File: src/rtl/hsv2rgb_pkg.sv
`timescale 1ns / 1ps

package hsv2rgb_pkg;

   // Field widths.
   localparam int HUE_W  = 15;
   localparam int CHAN_W = 8;
   localparam int FR_W   = 12;

   // Width of the q and t numerators, v * (255 * 3840 - s * fraction).
   localparam int NUM_W  = 28;

   // Hue scaling: 64 units per degree, 60 degrees per sector.
   localparam logic [HUE_W-1:0] HUE_SECTOR_UNITS = 15'd3840;
   localparam logic [HUE_W-1:0] HUE_FULL_UNITS   = 15'd23040;

   // Full scale of saturation and brightness.
   localparam logic [CHAN_W-1:0] UNIT_ONE = 8'd255;

   // Divisor of the q and t terms (255 * 3840), half of it for rounding,
   // and the reciprocal floor(2^40 / 979200) used to divide by it.
   localparam logic [19:0] BIG_DIV      = 20'd979200;
   localparam logic [19:0] BIG_HALF     = 20'd489600;
   localparam logic [20:0] BIG_RECIP    = 21'd1122867;
   localparam int          BIG_SHIFT    = 40;

   // Division of the p term by 255: ceil(2^23 / 255), and half of 255.
   localparam logic [15:0] P_RECIP      = 16'd32897;
   localparam int          P_SHIFT      = 23;
   localparam logic [6:0]  P_HALF       = 7'd127;

   // Hue sectors, 60 degrees each.
   localparam logic [2:0] SECTOR_RED_YELLOW    = 3'd0;
   localparam logic [2:0] SECTOR_YELLOW_GREEN  = 3'd1;
   localparam logic [2:0] SECTOR_GREEN_CYAN    = 3'd2;
   localparam logic [2:0] SECTOR_CYAN_BLUE     = 3'd3;
   localparam logic [2:0] SECTOR_BLUE_MAGENTA  = 3'd4;
   localparam logic [2:0] SECTOR_MAGENTA_RED   = 3'd5;

   typedef struct packed {
      logic [HUE_W-1:0]  hue;
      logic [CHAN_W-1:0] saturation;
      logic [CHAN_W-1:0] brightness;
   } hsv_pixel_type;

   typedef struct packed {
      logic [CHAN_W-1:0] red;
      logic [CHAN_W-1:0] green;
      logic [CHAN_W-1:0] blue;
   } rgb_pixel_type;

endpackage

File: src/rtl/hsv2rgb_round_div.sv
`timescale 1ns / 1ps

// Two-stage rounded division of a numerator by 255 * 3840.
// The first stage multiplies by a reciprocal that never overestimates,
// so the estimate is exact or one too small; the second stage fixes it.
module hsv2rgb_round_div (
   input  logic                             clock,
   input  logic [hsv2rgb_pkg::NUM_W-1:0]    num,
   output logic [hsv2rgb_pkg::CHAN_W-1:0]   quot
);
   import hsv2rgb_pkg::*;

   localparam int PROD_W = NUM_W + 21;

   logic [NUM_W-1:0]  x_in;
   logic [PROD_W-1:0] prod;
   logic [NUM_W-1:0]  x_ff;
   logic [CHAN_W-1:0] est_ff;
   logic [NUM_W-1:0]  est_scaled;
   logic [NUM_W-1:0]  rem;
   logic [CHAN_W-1:0] quot_in;
   logic [CHAN_W-1:0] quot_ff;

   // Add half the divisor for round-to-nearest, then scale by the reciprocal.
   assign x_in = num + NUM_W'(BIG_HALF);
   assign prod = PROD_W'(x_in) * PROD_W'(BIG_RECIP);

   always_ff @(posedge clock) begin
      x_ff   <= x_in;
      est_ff <= prod[BIG_SHIFT+CHAN_W-1:BIG_SHIFT];
   end

   // The remainder is at most twice the divisor; one compare corrects it.
   assign est_scaled = NUM_W'(est_ff) * NUM_W'(BIG_DIV);
   assign rem        = x_ff - est_scaled;
   assign quot_in    = (rem >= NUM_W'(BIG_DIV)) ? est_ff + 8'd1 : est_ff;

   always_ff @(posedge clock) begin
      quot_ff <= quot_in;
   end

   assign quot = quot_ff;

endmodule

File: src/rtl/hsv_to_rgb_converter_top.sv
`timescale 1ns / 1ps

// HSV to RGB converter. One pixel is taken on every clock in which start is
// high; busy never rises, and the receiver cannot stall. The RGB result
// comes out on rsp_pixel with rsp_valid high for one cycle, in input order,
// once it has passed the six-stage pipeline: sector split, the s products,
// the v products, and a two-stage reciprocal divide by 255 * 3840 with
// correction, then the channel select.
module hsv_to_rgb_converter_top (
   input  logic                        clock,
   input  logic                        reset,
   input  logic                        start,
   output logic                        busy,
   input  hsv2rgb_pkg::hsv_pixel_type  req_pixel,
   output logic                        rsp_valid,
   output hsv2rgb_pkg::rgb_pixel_type  rsp_pixel
);
   import hsv2rgb_pkg::*;

   localparam int VP_W   = 2 * CHAN_W;
   localparam int SF_W   = CHAN_W + FR_W;
   localparam int PP_W   = VP_W + 1 + 16;

   logic              accept;

   // Stage 1: clamp and sector split.
   logic [HUE_W-1:0]  hue_c;
   logic [2:0]        sector_in;
   logic [HUE_W-1:0]  base_in;
   logic [HUE_W-1:0]  fr_full;
   logic              s1_valid_ff;
   logic [2:0]        s1_sector_ff;
   logic [FR_W-1:0]   s1_fr_ff;
   logic [CHAN_W-1:0] s1_sat_ff;
   logic [CHAN_W-1:0] s1_val_ff;

   // Stage 2: products with saturation.
   logic              s2_valid_ff;
   logic [2:0]        s2_sector_ff;
   logic [CHAN_W-1:0] s2_val_ff;
   logic [VP_W-1:0]   s2_vp_ff;
   logic [SF_W-1:0]   s2_sf_ff;
   logic [SF_W-1:0]   s2_sg_ff;

   // Stage 3: products with brightness.
   logic              s3_valid_ff;
   logic [2:0]        s3_sector_ff;
   logic [CHAN_W-1:0] s3_val_ff;
   logic [PP_W-1:0]   s3_pprod_ff;
   logic [NUM_W-1:0]  s3_numq_ff;
   logic [NUM_W-1:0]  s3_numt_ff;

   // Stages 4 and 5: divide q and t, carry p alongside.
   logic              s4_valid_ff;
   logic [2:0]        s4_sector_ff;
   logic [CHAN_W-1:0] s4_val_ff;
   logic [CHAN_W-1:0] s4_p_ff;
   logic              s5_valid_ff;
   logic [2:0]        s5_sector_ff;
   logic [CHAN_W-1:0] s5_val_ff;
   logic [CHAN_W-1:0] s5_p_ff;
   logic [CHAN_W-1:0] q_chan;
   logic [CHAN_W-1:0] t_chan;

   // Stage 6: channel order.
   rgb_pixel_type     rsp_in;
   rgb_pixel_type     rsp_pixel_ff;
   logic              rsp_valid_ff;

   // The pipeline takes a pixel in every cycle.
   assign busy   = 1'b0;
   assign accept = start && !busy;

   // Saturate the hue and find its sector by comparing to the boundaries.
   // A hue of a full turn folds back onto the start of the first sector.
   always_comb begin
      hue_c = (req_pixel.hue > HUE_FULL_UNITS) ? HUE_FULL_UNITS : req_pixel.hue;
      if (hue_c >= HUE_FULL_UNITS) begin
         sector_in = SECTOR_RED_YELLOW;
         base_in   = hue_c;
      end else if (hue_c >= 15'd19200) begin
         sector_in = SECTOR_MAGENTA_RED;
         base_in   = 15'd19200;
      end else if (hue_c >= 15'd15360) begin
         sector_in = SECTOR_BLUE_MAGENTA;
         base_in   = 15'd15360;
      end else if (hue_c >= 15'd11520) begin
         sector_in = SECTOR_CYAN_BLUE;
         base_in   = 15'd11520;
      end else if (hue_c >= 15'd7680) begin
         sector_in = SECTOR_GREEN_CYAN;
         base_in   = 15'd7680;
      end else if (hue_c >= HUE_SECTOR_UNITS) begin
         sector_in = SECTOR_YELLOW_GREEN;
         base_in   = HUE_SECTOR_UNITS;
      end else begin
         sector_in = SECTOR_RED_YELLOW;
         base_in   = 15'd0;
      end
      fr_full = hue_c - base_in;
   end

   // Valid bits travel with the data; payload registers need no reset.
   always_ff @(posedge clock) begin
      if (reset) begin
         s1_valid_ff  <= 1'b0;
         s2_valid_ff  <= 1'b0;
         s3_valid_ff  <= 1'b0;
         s4_valid_ff  <= 1'b0;
         s5_valid_ff  <= 1'b0;
         rsp_valid_ff <= 1'b0;
      end else begin
         s1_valid_ff  <= accept;
         s2_valid_ff  <= s1_valid_ff;
         s3_valid_ff  <= s2_valid_ff;
         s4_valid_ff  <= s3_valid_ff;
         s5_valid_ff  <= s4_valid_ff;
         rsp_valid_ff <= s5_valid_ff;
      end
   end

   // Stage 1 register.
   always_ff @(posedge clock) begin
      s1_sector_ff <= sector_in;
      s1_fr_ff     <= fr_full[FR_W-1:0];
      s1_sat_ff    <= req_pixel.saturation;
      s1_val_ff    <= req_pixel.brightness;
   end

   // Stage 2: v(1-s) numerator, s*f and s*(1-f).
   always_ff @(posedge clock) begin
      s2_sector_ff <= s1_sector_ff;
      s2_val_ff    <= s1_val_ff;
      s2_vp_ff     <= VP_W'(s1_val_ff) * VP_W'(UNIT_ONE - s1_sat_ff);
      s2_sf_ff     <= SF_W'(s1_sat_ff) * SF_W'(s1_fr_ff);
      s2_sg_ff     <= SF_W'(s1_sat_ff) * SF_W'(HUE_SECTOR_UNITS[FR_W-1:0] - s1_fr_ff);
   end

   // Stage 3: scale by v for q and t, and the reciprocal product for p.
   always_ff @(posedge clock) begin
      s3_sector_ff <= s2_sector_ff;
      s3_val_ff    <= s2_val_ff;
      s3_pprod_ff  <= PP_W'(VP_W'(s2_vp_ff) + VP_W'(P_HALF)) * PP_W'(P_RECIP);
      s3_numq_ff   <= NUM_W'(s2_val_ff) * NUM_W'(BIG_DIV - s2_sf_ff);
      s3_numt_ff   <= NUM_W'(s2_val_ff) * NUM_W'(BIG_DIV - s2_sg_ff);
   end

   // q and t each go through their own instance of the rounded divider.
   hsv2rgb_round_div u_div_q (
      .clock (clock),
      .num   (s3_numq_ff),
      .quot  (q_chan)
   );

   hsv2rgb_round_div u_div_t (
      .clock (clock),
      .num   (s3_numt_ff),
      .quot  (t_chan)
   );

   // Stages 4 and 5 keep the rest of the pixel in step with the divider.
   always_ff @(posedge clock) begin
      s4_sector_ff <= s3_sector_ff;
      s4_val_ff    <= s3_val_ff;
      s4_p_ff      <= s3_pprod_ff[P_SHIFT+CHAN_W-1:P_SHIFT];
      s5_sector_ff <= s4_sector_ff;
      s5_val_ff    <= s4_val_ff;
      s5_p_ff      <= s4_p_ff;
   end

   // The sector picks which channel gets v, p, q or t.
   always_comb begin
      case (s5_sector_ff)
         SECTOR_RED_YELLOW: begin
            rsp_in = '{red: s5_val_ff, green: t_chan, blue: s5_p_ff};
         end
         SECTOR_YELLOW_GREEN: begin
            rsp_in = '{red: q_chan, green: s5_val_ff, blue: s5_p_ff};
         end
         SECTOR_GREEN_CYAN: begin
            rsp_in = '{red: s5_p_ff, green: s5_val_ff, blue: t_chan};
         end
         SECTOR_CYAN_BLUE: begin
            rsp_in = '{red: s5_p_ff, green: q_chan, blue: s5_val_ff};
         end
         SECTOR_BLUE_MAGENTA: begin
            rsp_in = '{red: t_chan, green: s5_p_ff, blue: s5_val_ff};
         end
         default: begin
            rsp_in = '{red: s5_val_ff, green: s5_p_ff, blue: q_chan};
         end
      endcase
   end

   always_ff @(posedge clock) begin
      rsp_pixel_ff <= rsp_in;
   end

   assign rsp_valid = rsp_valid_ff;
   assign rsp_pixel = rsp_pixel_ff;

   // Every result comes from a matching transfer in.
   assert property (@(posedge clock) disable iff (reset)
      rsp_valid |-> $past(start, 6))
      else $error("result without a matching transfer six cycles earlier");

   // Zero saturation gives a grey pixel at the input brightness.
   assert property (@(posedge clock) disable iff (reset)
      (rsp_valid && $past(req_pixel.saturation, 6) == 8'd0) |->
         (rsp_pixel.red == $past(req_pixel.brightness, 6) &&
          rsp_pixel.green == rsp_pixel.red && rsp_pixel.blue == rsp_pixel.red))
      else $error("zero saturation did not give grey");

   // One channel always carries the brightness itself.
   assert property (@(posedge clock) disable iff (reset)
      rsp_valid |-> (rsp_pixel.red == $past(req_pixel.brightness, 6) ||
                     rsp_pixel.green == $past(req_pixel.brightness, 6) ||
                     rsp_pixel.blue == $past(req_pixel.brightness, 6)))
      else $error("no channel equals the input brightness");

endmodule
File: config.mk
export PLATFORM = sky130hd
export DESIGN_NAME = hsv_to_rgb_converter_top
export DESIGN_NICKNAME = d
export VERILOG_FILES = /design/src/rtl/hsv2rgb_pkg.sv /design/src/rtl/hsv2rgb_round_div.sv /design/src/rtl/hsv_to_rgb_converter_top.sv
export SDC_FILE = /design/constraint.sdc
export NUM_CORES = 2
export LEC_CHECK = 0
export ABC_AREA = 1
export BUFFER_PORTS_ARGS = -buffer_cell sky130_fd_sc_hd__buf_2
export CORE_MARGIN = 2
export CORE_UTILIZATION = 55
export DETAILED_ROUTE_END_ITERATION = 6
export PLACE_DENSITY = 0.8
export SYNTH_ARGS = -nofsm -noshare
export SYNTH_HDL_FRONTEND = slang
export SYNTH_SLANG_ARGS = --single-unit
export TNS_END_PERCENT = 1
File: constraint.sdc
create_clock -name clock -period 6.2 [get_ports clock]
set_input_delay 1.24 -clock clock [delete_from_list [all_inputs] [get_ports clock]]
set_output_delay 1.24 -clock clock [all_outputs]
set_load 0.005 [all_outputs]
**Word-level counts from Yosys, hierarchy flattened**

Cells that the tools add are included.

- Flip-flop bits (word level): 352
- Latch bits: 0
- RAM bits: 0
- ROM bits: 0
- Input port bits: 34
- Output and inout bits: 26
- Word-level logic and storage cells: 88
- Memories: 0

- $add $sub $neg: 12
- $mul: 10
- Div/mod/pow operators: 0
- $lt $le $gt $ge: 9
- Eq/ne operators: 4
- Shift-type cells: 0
- Multiplexer cells: 15
- Bitwise logic cells: 0
- Reductions and logical operators: 2

Operators by type and width:

| cell | count |
|---|---|
| $pmux W24 S5 | 1 |
| $mul A28 B21 Y48 const B | 2 |
| $mux W12 | 6 |
| $add A28 B19 Y28 const B | 2 |
| $ge A28 B20 Y1 const B | 2 |
| $mul A9 B21 Y28 | 2 |
| $sub A28 B28 Y28 | 2 |
| $sub A20 B20 Y21 const A | 2 |
| $mul A8 B12 Y20 const B | 2 |
| $mul A17 B16 Y31 const B | 1 |
| $ge A15 B14 Y1 const B | 2 |
| $ge A15 B15 Y1 const B | 2 |
| $mul A8 B12 Y20 | 1 |
| $mul A9 B13 Y20 | 1 |
| $add A16 B7 Y17 const B | 1 |
| $add A8 B1 Y8 const B | 2 |
| $mul A9 B9 Y16 | 1 |
| $mux W8 | 2 |
| $ge A15 B12 Y1 const B | 1 |
| $ge A15 B13 Y1 const B | 1 |
| $gt A15 B15 Y1 const B | 1 |
| $mux W15 | 1 |
| $sub A12 B12 Y13 const A | 1 |
| $sub A12 B12 Y12 | 1 |
| 9 further kinds | 12 |

**Depth between registers and ports, before layout**

- Depth in word-level cells: 10
- Depth in mapped cells: 35
- Depth with buffers taken out: 35

**Hierarchy**

A second synthesis with hierarchy kept.

- Cells, all modules: 6,896
- Area total of the unflattened synthesis: 54,273.3 um^2

Modules (own cells, without submodules):

| module | times used | cells each | area each (um^2) | seq. area each (um^2) |
|---|---|---|---|---|
| hsv_to_rgb_converter_top | 1 | 3,713 | 29,194.2 | 4,784.6 |
| hsv2rgb_round_div (u_div_t) | 1 | 1,601 | 12,605.8 | 720.7 |
| hsv2rgb_round_div (u_div_q) | 1 | 1,582 | 12,473.2 | 720.7 |

**Least setup slack after synthesis**

No wires, ideal clock.

- Path type: flip-flop to flip-flop
- From: register s3_numt_ff[7]
- To: register u_div_t.est_ff[1]
- Setup time: 0.126 ns
- Data arrival time: 5.941 ns
- Required time: 6.074 ns
- Setup slack: 0.133 ns
- Cell stages (with the launch flop): 30
- Buffers on the path: 1
- Clock period less this slack: 6.067 ns
- Cell sequence: dfxtp_1 clkbuf_1 nand3_1 inv_1 a21oi_1 a31o_2 nand2_1 nand3_1 nor2_1 xor2_1 inv_1 ha_1 ha_1 fa_1 ha_1 inv_1 fa_1 inv_1 fa_1 inv_1 fa_1 inv_1 ha_1 a21oi_1 o21ai_0 a211oi_1 nor2_1 nor3_1 o211ai_1 xor2_1

- Cells in the longest elaborated chain, start to end: 2

RTL lines:

| element | RTL line | source |
|---|---|---|
| from (decl) | hsv_to_rgb_converter_top.sv:51 | `logic [NUM_W-1:0] s3_numt_ff;` |
| from (signal assigned) | hsv_to_rgb_converter_top.sv:145 | `s3_numt_ff <= NUM_W'(s2_val_ff) * NUM_W'(BIG_DIV - s2_sg_ff);` |
| $add A28 B19 Y28 | hsv2rgb_round_div.sv:25 | `assign x_in = num + NUM_W'(BIG_HALF);` |
| via u_div_t.x_in[22] | hsv2rgb_round_div.sv:15 | `logic [NUM_W-1:0] x_in;` |
| $mul A28 B21 Y48 | hsv2rgb_round_div.sv:26 | `assign prod = PROD_W'(x_in) * PROD_W'(BIG_RECIP);` |
| via u_div_t.prod[41] | hsv2rgb_round_div.sv:16 | `logic [PROD_W-1:0] prod;` |
| to (signal assigned) | hsv2rgb_round_div.sv:30 | `est_ff <= prod[BIG_SHIFT+CHAN_W-1:BIG_SHIFT];` |
| to (decl) | hsv2rgb_round_div.sv:18 | `logic [CHAN_W-1:0] est_ff;` |

The timed path passes the listed nets, and every way through them passes these cells.
A chain may end at the register's enable or synchronous reset.

**Worst setup path after layout**

- From: register s3_numq_ff[7]
- To: register u_div_q.est_ff[3]

- Cells in the longest elaborated chain, start to end: 2

RTL lines:

| element | RTL line | source |
|---|---|---|
| from (decl) | hsv_to_rgb_converter_top.sv:50 | `logic [NUM_W-1:0] s3_numq_ff;` |
| from (signal assigned) | hsv_to_rgb_converter_top.sv:144 | `s3_numq_ff <= NUM_W'(s2_val_ff) * NUM_W'(BIG_DIV - s2_sf_ff);` |
| $add A28 B19 Y28 | hsv2rgb_round_div.sv:25 |  |
| via u_div_q.x_in[18] | hsv2rgb_round_div.sv:15 |  |
| $mul A28 B21 Y48 | hsv2rgb_round_div.sv:26 |  |
| via u_div_q.prod[43] | hsv2rgb_round_div.sv:16 |  |
| to (signal assigned) | hsv2rgb_round_div.sv:30 |  |
| to (decl) | hsv2rgb_round_div.sv:18 |  |

The timed path passes the listed nets, and every way through them passes these cells.

==> results.sh <==
export IMPL_syn_instance_count=6711
export IMPL_slew_headroom=0.362
export IMPL_grt_max_degree=42
export IMPL_grt_pass1_vias=43724
export IMPL_rr_startpoint="s3_numq_ff[7]"
export IMPL_synthesis_area_mm2=0.0536
export IMPL_viasPerCell=5.25
export IMPL_busiest_layer="met2"
export IMPL_gp_congestion=0.967
export IMPL_fp_dieH_um=316
export IMPL_dp_hpwl_um=111000
export IMPL_grt_pass1_wl_um=211000
export IMPL_reg2reg_slack_ns=0.16
export IMPL_met2_usage=0.460
export IMPL_multi_input_area_mm2=0.0414
export IMPL_hold_class="register to register"
export IMPL_rr_worst_depth=30
export IMPL_area_growth_pct=8.82
export IMPL_tightestPinTransition_ns=0.954
export IMPL_avgRoutedWirePerCell_um=15.7
export IMPL_required_ns=6.65
export IMPL_hold_start="s4_val_ff[2]"
export IMPL_rsz0062_at_grt="yes"
export IMPL_postSynth_asyncResetShare=0
export IMPL_syn_nets=8384
export IMPL_fmax_ghz=0.165
export IMPL_port_buffers=58
export IMPL_num_rows=114
export IMPL_final_common_cell="inv_1"
export IMPL_die_w_um=316
export IMPL_drv_cap=0
export IMPL_hold_violations=0
export IMPL_finalNetCount=8541
export IMPL_fin_worst_skew_ns=0.0281
export IMPL_cp_start_kind="register"
export IMPL_min_delay_worst_endpoint="s5_val_ff[2]"
export IMPL_antenna_found_initial=8
export IMPL_grtUsageTotal=0.260
export IMPL_drt_total_wl_um=129000
export IMPL_worstReg2RegEnd="u_div_q.est_ff[3]"
export IMPL_cts_clk_slew_worst_paths_ns=0.08
export IMPL_crit_path_frequent_cell="inv_1"
export IMPL_antenna_left=0
export IMPL_via_count=42906
export IMPL_synth_top_cell_area_share=0.278
export IMPL_cts_tree="done"
export IMPL_die_area_mm2=0.0999
export IMPL_ys_types=65
export IMPL_cts_buffers=38
export IMPL_yosys_top_cells_area="fa_1 (28%), ha_1 (21%), inv_1 (12%)"
export IMPL_clkSinkCount=311
export IMPL_clock_path_buffers=3
export IMPL_io_pins=60
export IMPL_synth_largest_area_cell="fa_1"
export IMPL_synth_seq_area_share=0.116
export IMPL_outcome="finished clean"
export IMPL_drc=0
export IMPL_firstDrtPassIters=7
export IMPL_regArea_mm2=0.00625
export IMPL_period_needed_ns=6.04
export IMPL_cts_hold_fix_buffers=0
export IMPL_max_stage_delay_ns=0.53
export IMPL_end_kind="register"
export IMPL_hold_depth=0
export IMPL_drt_iter0_drc=2666
export IMPL_clk_latency_ns=0.60
export IMPL_period_share=0.975
export IMPL_yosys_warnings=0
export IMPL_setup_viol=0
export IMPL_slowest_stage="fa_1"
export IMPL_start_util=0.555
export IMPL_root_buffer="clkbuf_16"
export IMPL_crit_type="register to register"
export IMPL_cp_max_fo=4
export IMPL_fp_coreArea_mm2=0.0966
export IMPL_final_cell_mix="inv_1 (1698), nand2_1 (1140), ha_1 (868)"
export IMPL_ys_flop_type="dfxtp_1"
export IMPL_critPathArrivalTime_ns=6.49
export IMPL_slew_viol_final=0
export IMPL_fillCellCount=8342
export IMPL_ys_ff_latch=311
export IMPL_met1_usage=0.334
export IMPL_drive_gt1_frac=0.0772
export IMPL_synth_avg_cell_area_um2=7.98
export IMPL_grt_ovfl_total=0
export IMPL_holdWs_ns=0.305
export IMPL_synth_edf_count=0
export IMPL_htree_levels=2
export IMPL_grt_use_met3=0.0267
[worst max path at each step]
stage / startpoint / endpoint
final: s3_numq_ff[7] / u_div_q.est_ff[3]
after global routing: s3_numq_ff[7] / u_div_q.est_ff[4]
after CTS: s3_numt_ff[7] / u_div_t.est_ff[1]
after detailed placement: u_div_t.est_ff[6] / u_div_t.quot[2]
after global placement: s3_numt_ff[7] / u_div_t.est_ff[3]
after floorplan: s3_numt_ff[7] / u_div_t.est_ff[1]
[synth_stat cells, drive strengths merged (6+ instances only)]
library cell	instances
nor2	578
nor4	20
inv	1728
or2	14
nand3b	15
o21a	10
nand4	62
o211ai	8
dfxtp	311
a21oi	274
nand2	1188
o22ai	8
a211oi	6
a31oi	25
xor2	165
a21o	23
ha	895
nand3	174
fa	744
o21ai	149
a21boi	8
o2111ai	10
nor3	55
o21bai	18
buf	12
clkbuf	63
a22oi	17
and2	12
xnor2	82
[cell families (layout without fill, tap and decap cells)]
kind of cell,after synthesis,count (layout),synth area share
adder cells (fa/ha/maj),1639,1639,0.487
other,2,3,0.000140
XOR/XNOR,248,248,0.0412
AND/OR/NAND/NOR,2124,2124,0.167
flip-flops,311,311,0.116
AO/OA/AOI/OAI,579,579,0.0620
buffers and inverters,1808,1992,0.127
[critical path: cells and delay by family, from the launching register on]
kind,cells,cell delay (ns)
xor gates and xnor gates,1,0.17
and+or+nand+nor,8,0.75
AOI/OAI and AO/OA,5,0.96
DFF,1,0.36
adders and majority gates,8,3.19
buffers and inverters,8,0.43
[metal layers]
metal  share of wire  vias to the layer above  wire length [µm]
li1                -                    20792                 -
met1            0.43                    20674             54900
met2            0.48                     1136             62300
met3           0.052                      298              6660
met4           0.037                        6              4710
met5         0.00026                        -                34
[flip-flops by register name, indices dropped and copies added (netlist names), 16 cells and up]
name,count
s2_sg_ff,20
u_div_q.x_ff,20
s2_sf_ff,19
s3_numt_ff,28
rsp_pixel,24
s2_vp_ff,16
u_div_t.x_ff,20
s3_numq_ff,27
[final cells by class]
cell class | instances | share of cell area
timing repair buffer | 192 | 0.0222
antenna | 1 | 0.0000429
tap | 1276 | 0.0274
sequential | 311 | 0.107
inverter | 1733 | 0.112
clock inverter | 22 | 0.00414
multi-input combinational | 4592 | 0.710
clock buffer | 45 | 0.0176
[repair_timing]
item	in CTS	in global routing
buffers inserted	0	27
resized for setup	6	202
pin swaps	2	65
setup endpoints to repair	13	41
[through the flow]
step	utilization	worst slack (ns)	instances	instance area (µm²)	setup TNS, ns
finish	0.604	0.157	8172	58300	0
global route	0.604	-0.234	8171	58300	-2.06
CTS	0.593	-0.0614	8144	57300	-0.0614
detailed placement	0.580	-0.0705	8077	56000	-0.663
global placement	0.580	-0.0415	8077	56000	-0.0415
floorplan	-	0.133	6711	53600	0
Power is not shown: default switching activity piles up to over one toggle a cycle in this logic, so the estimate is an artifact.
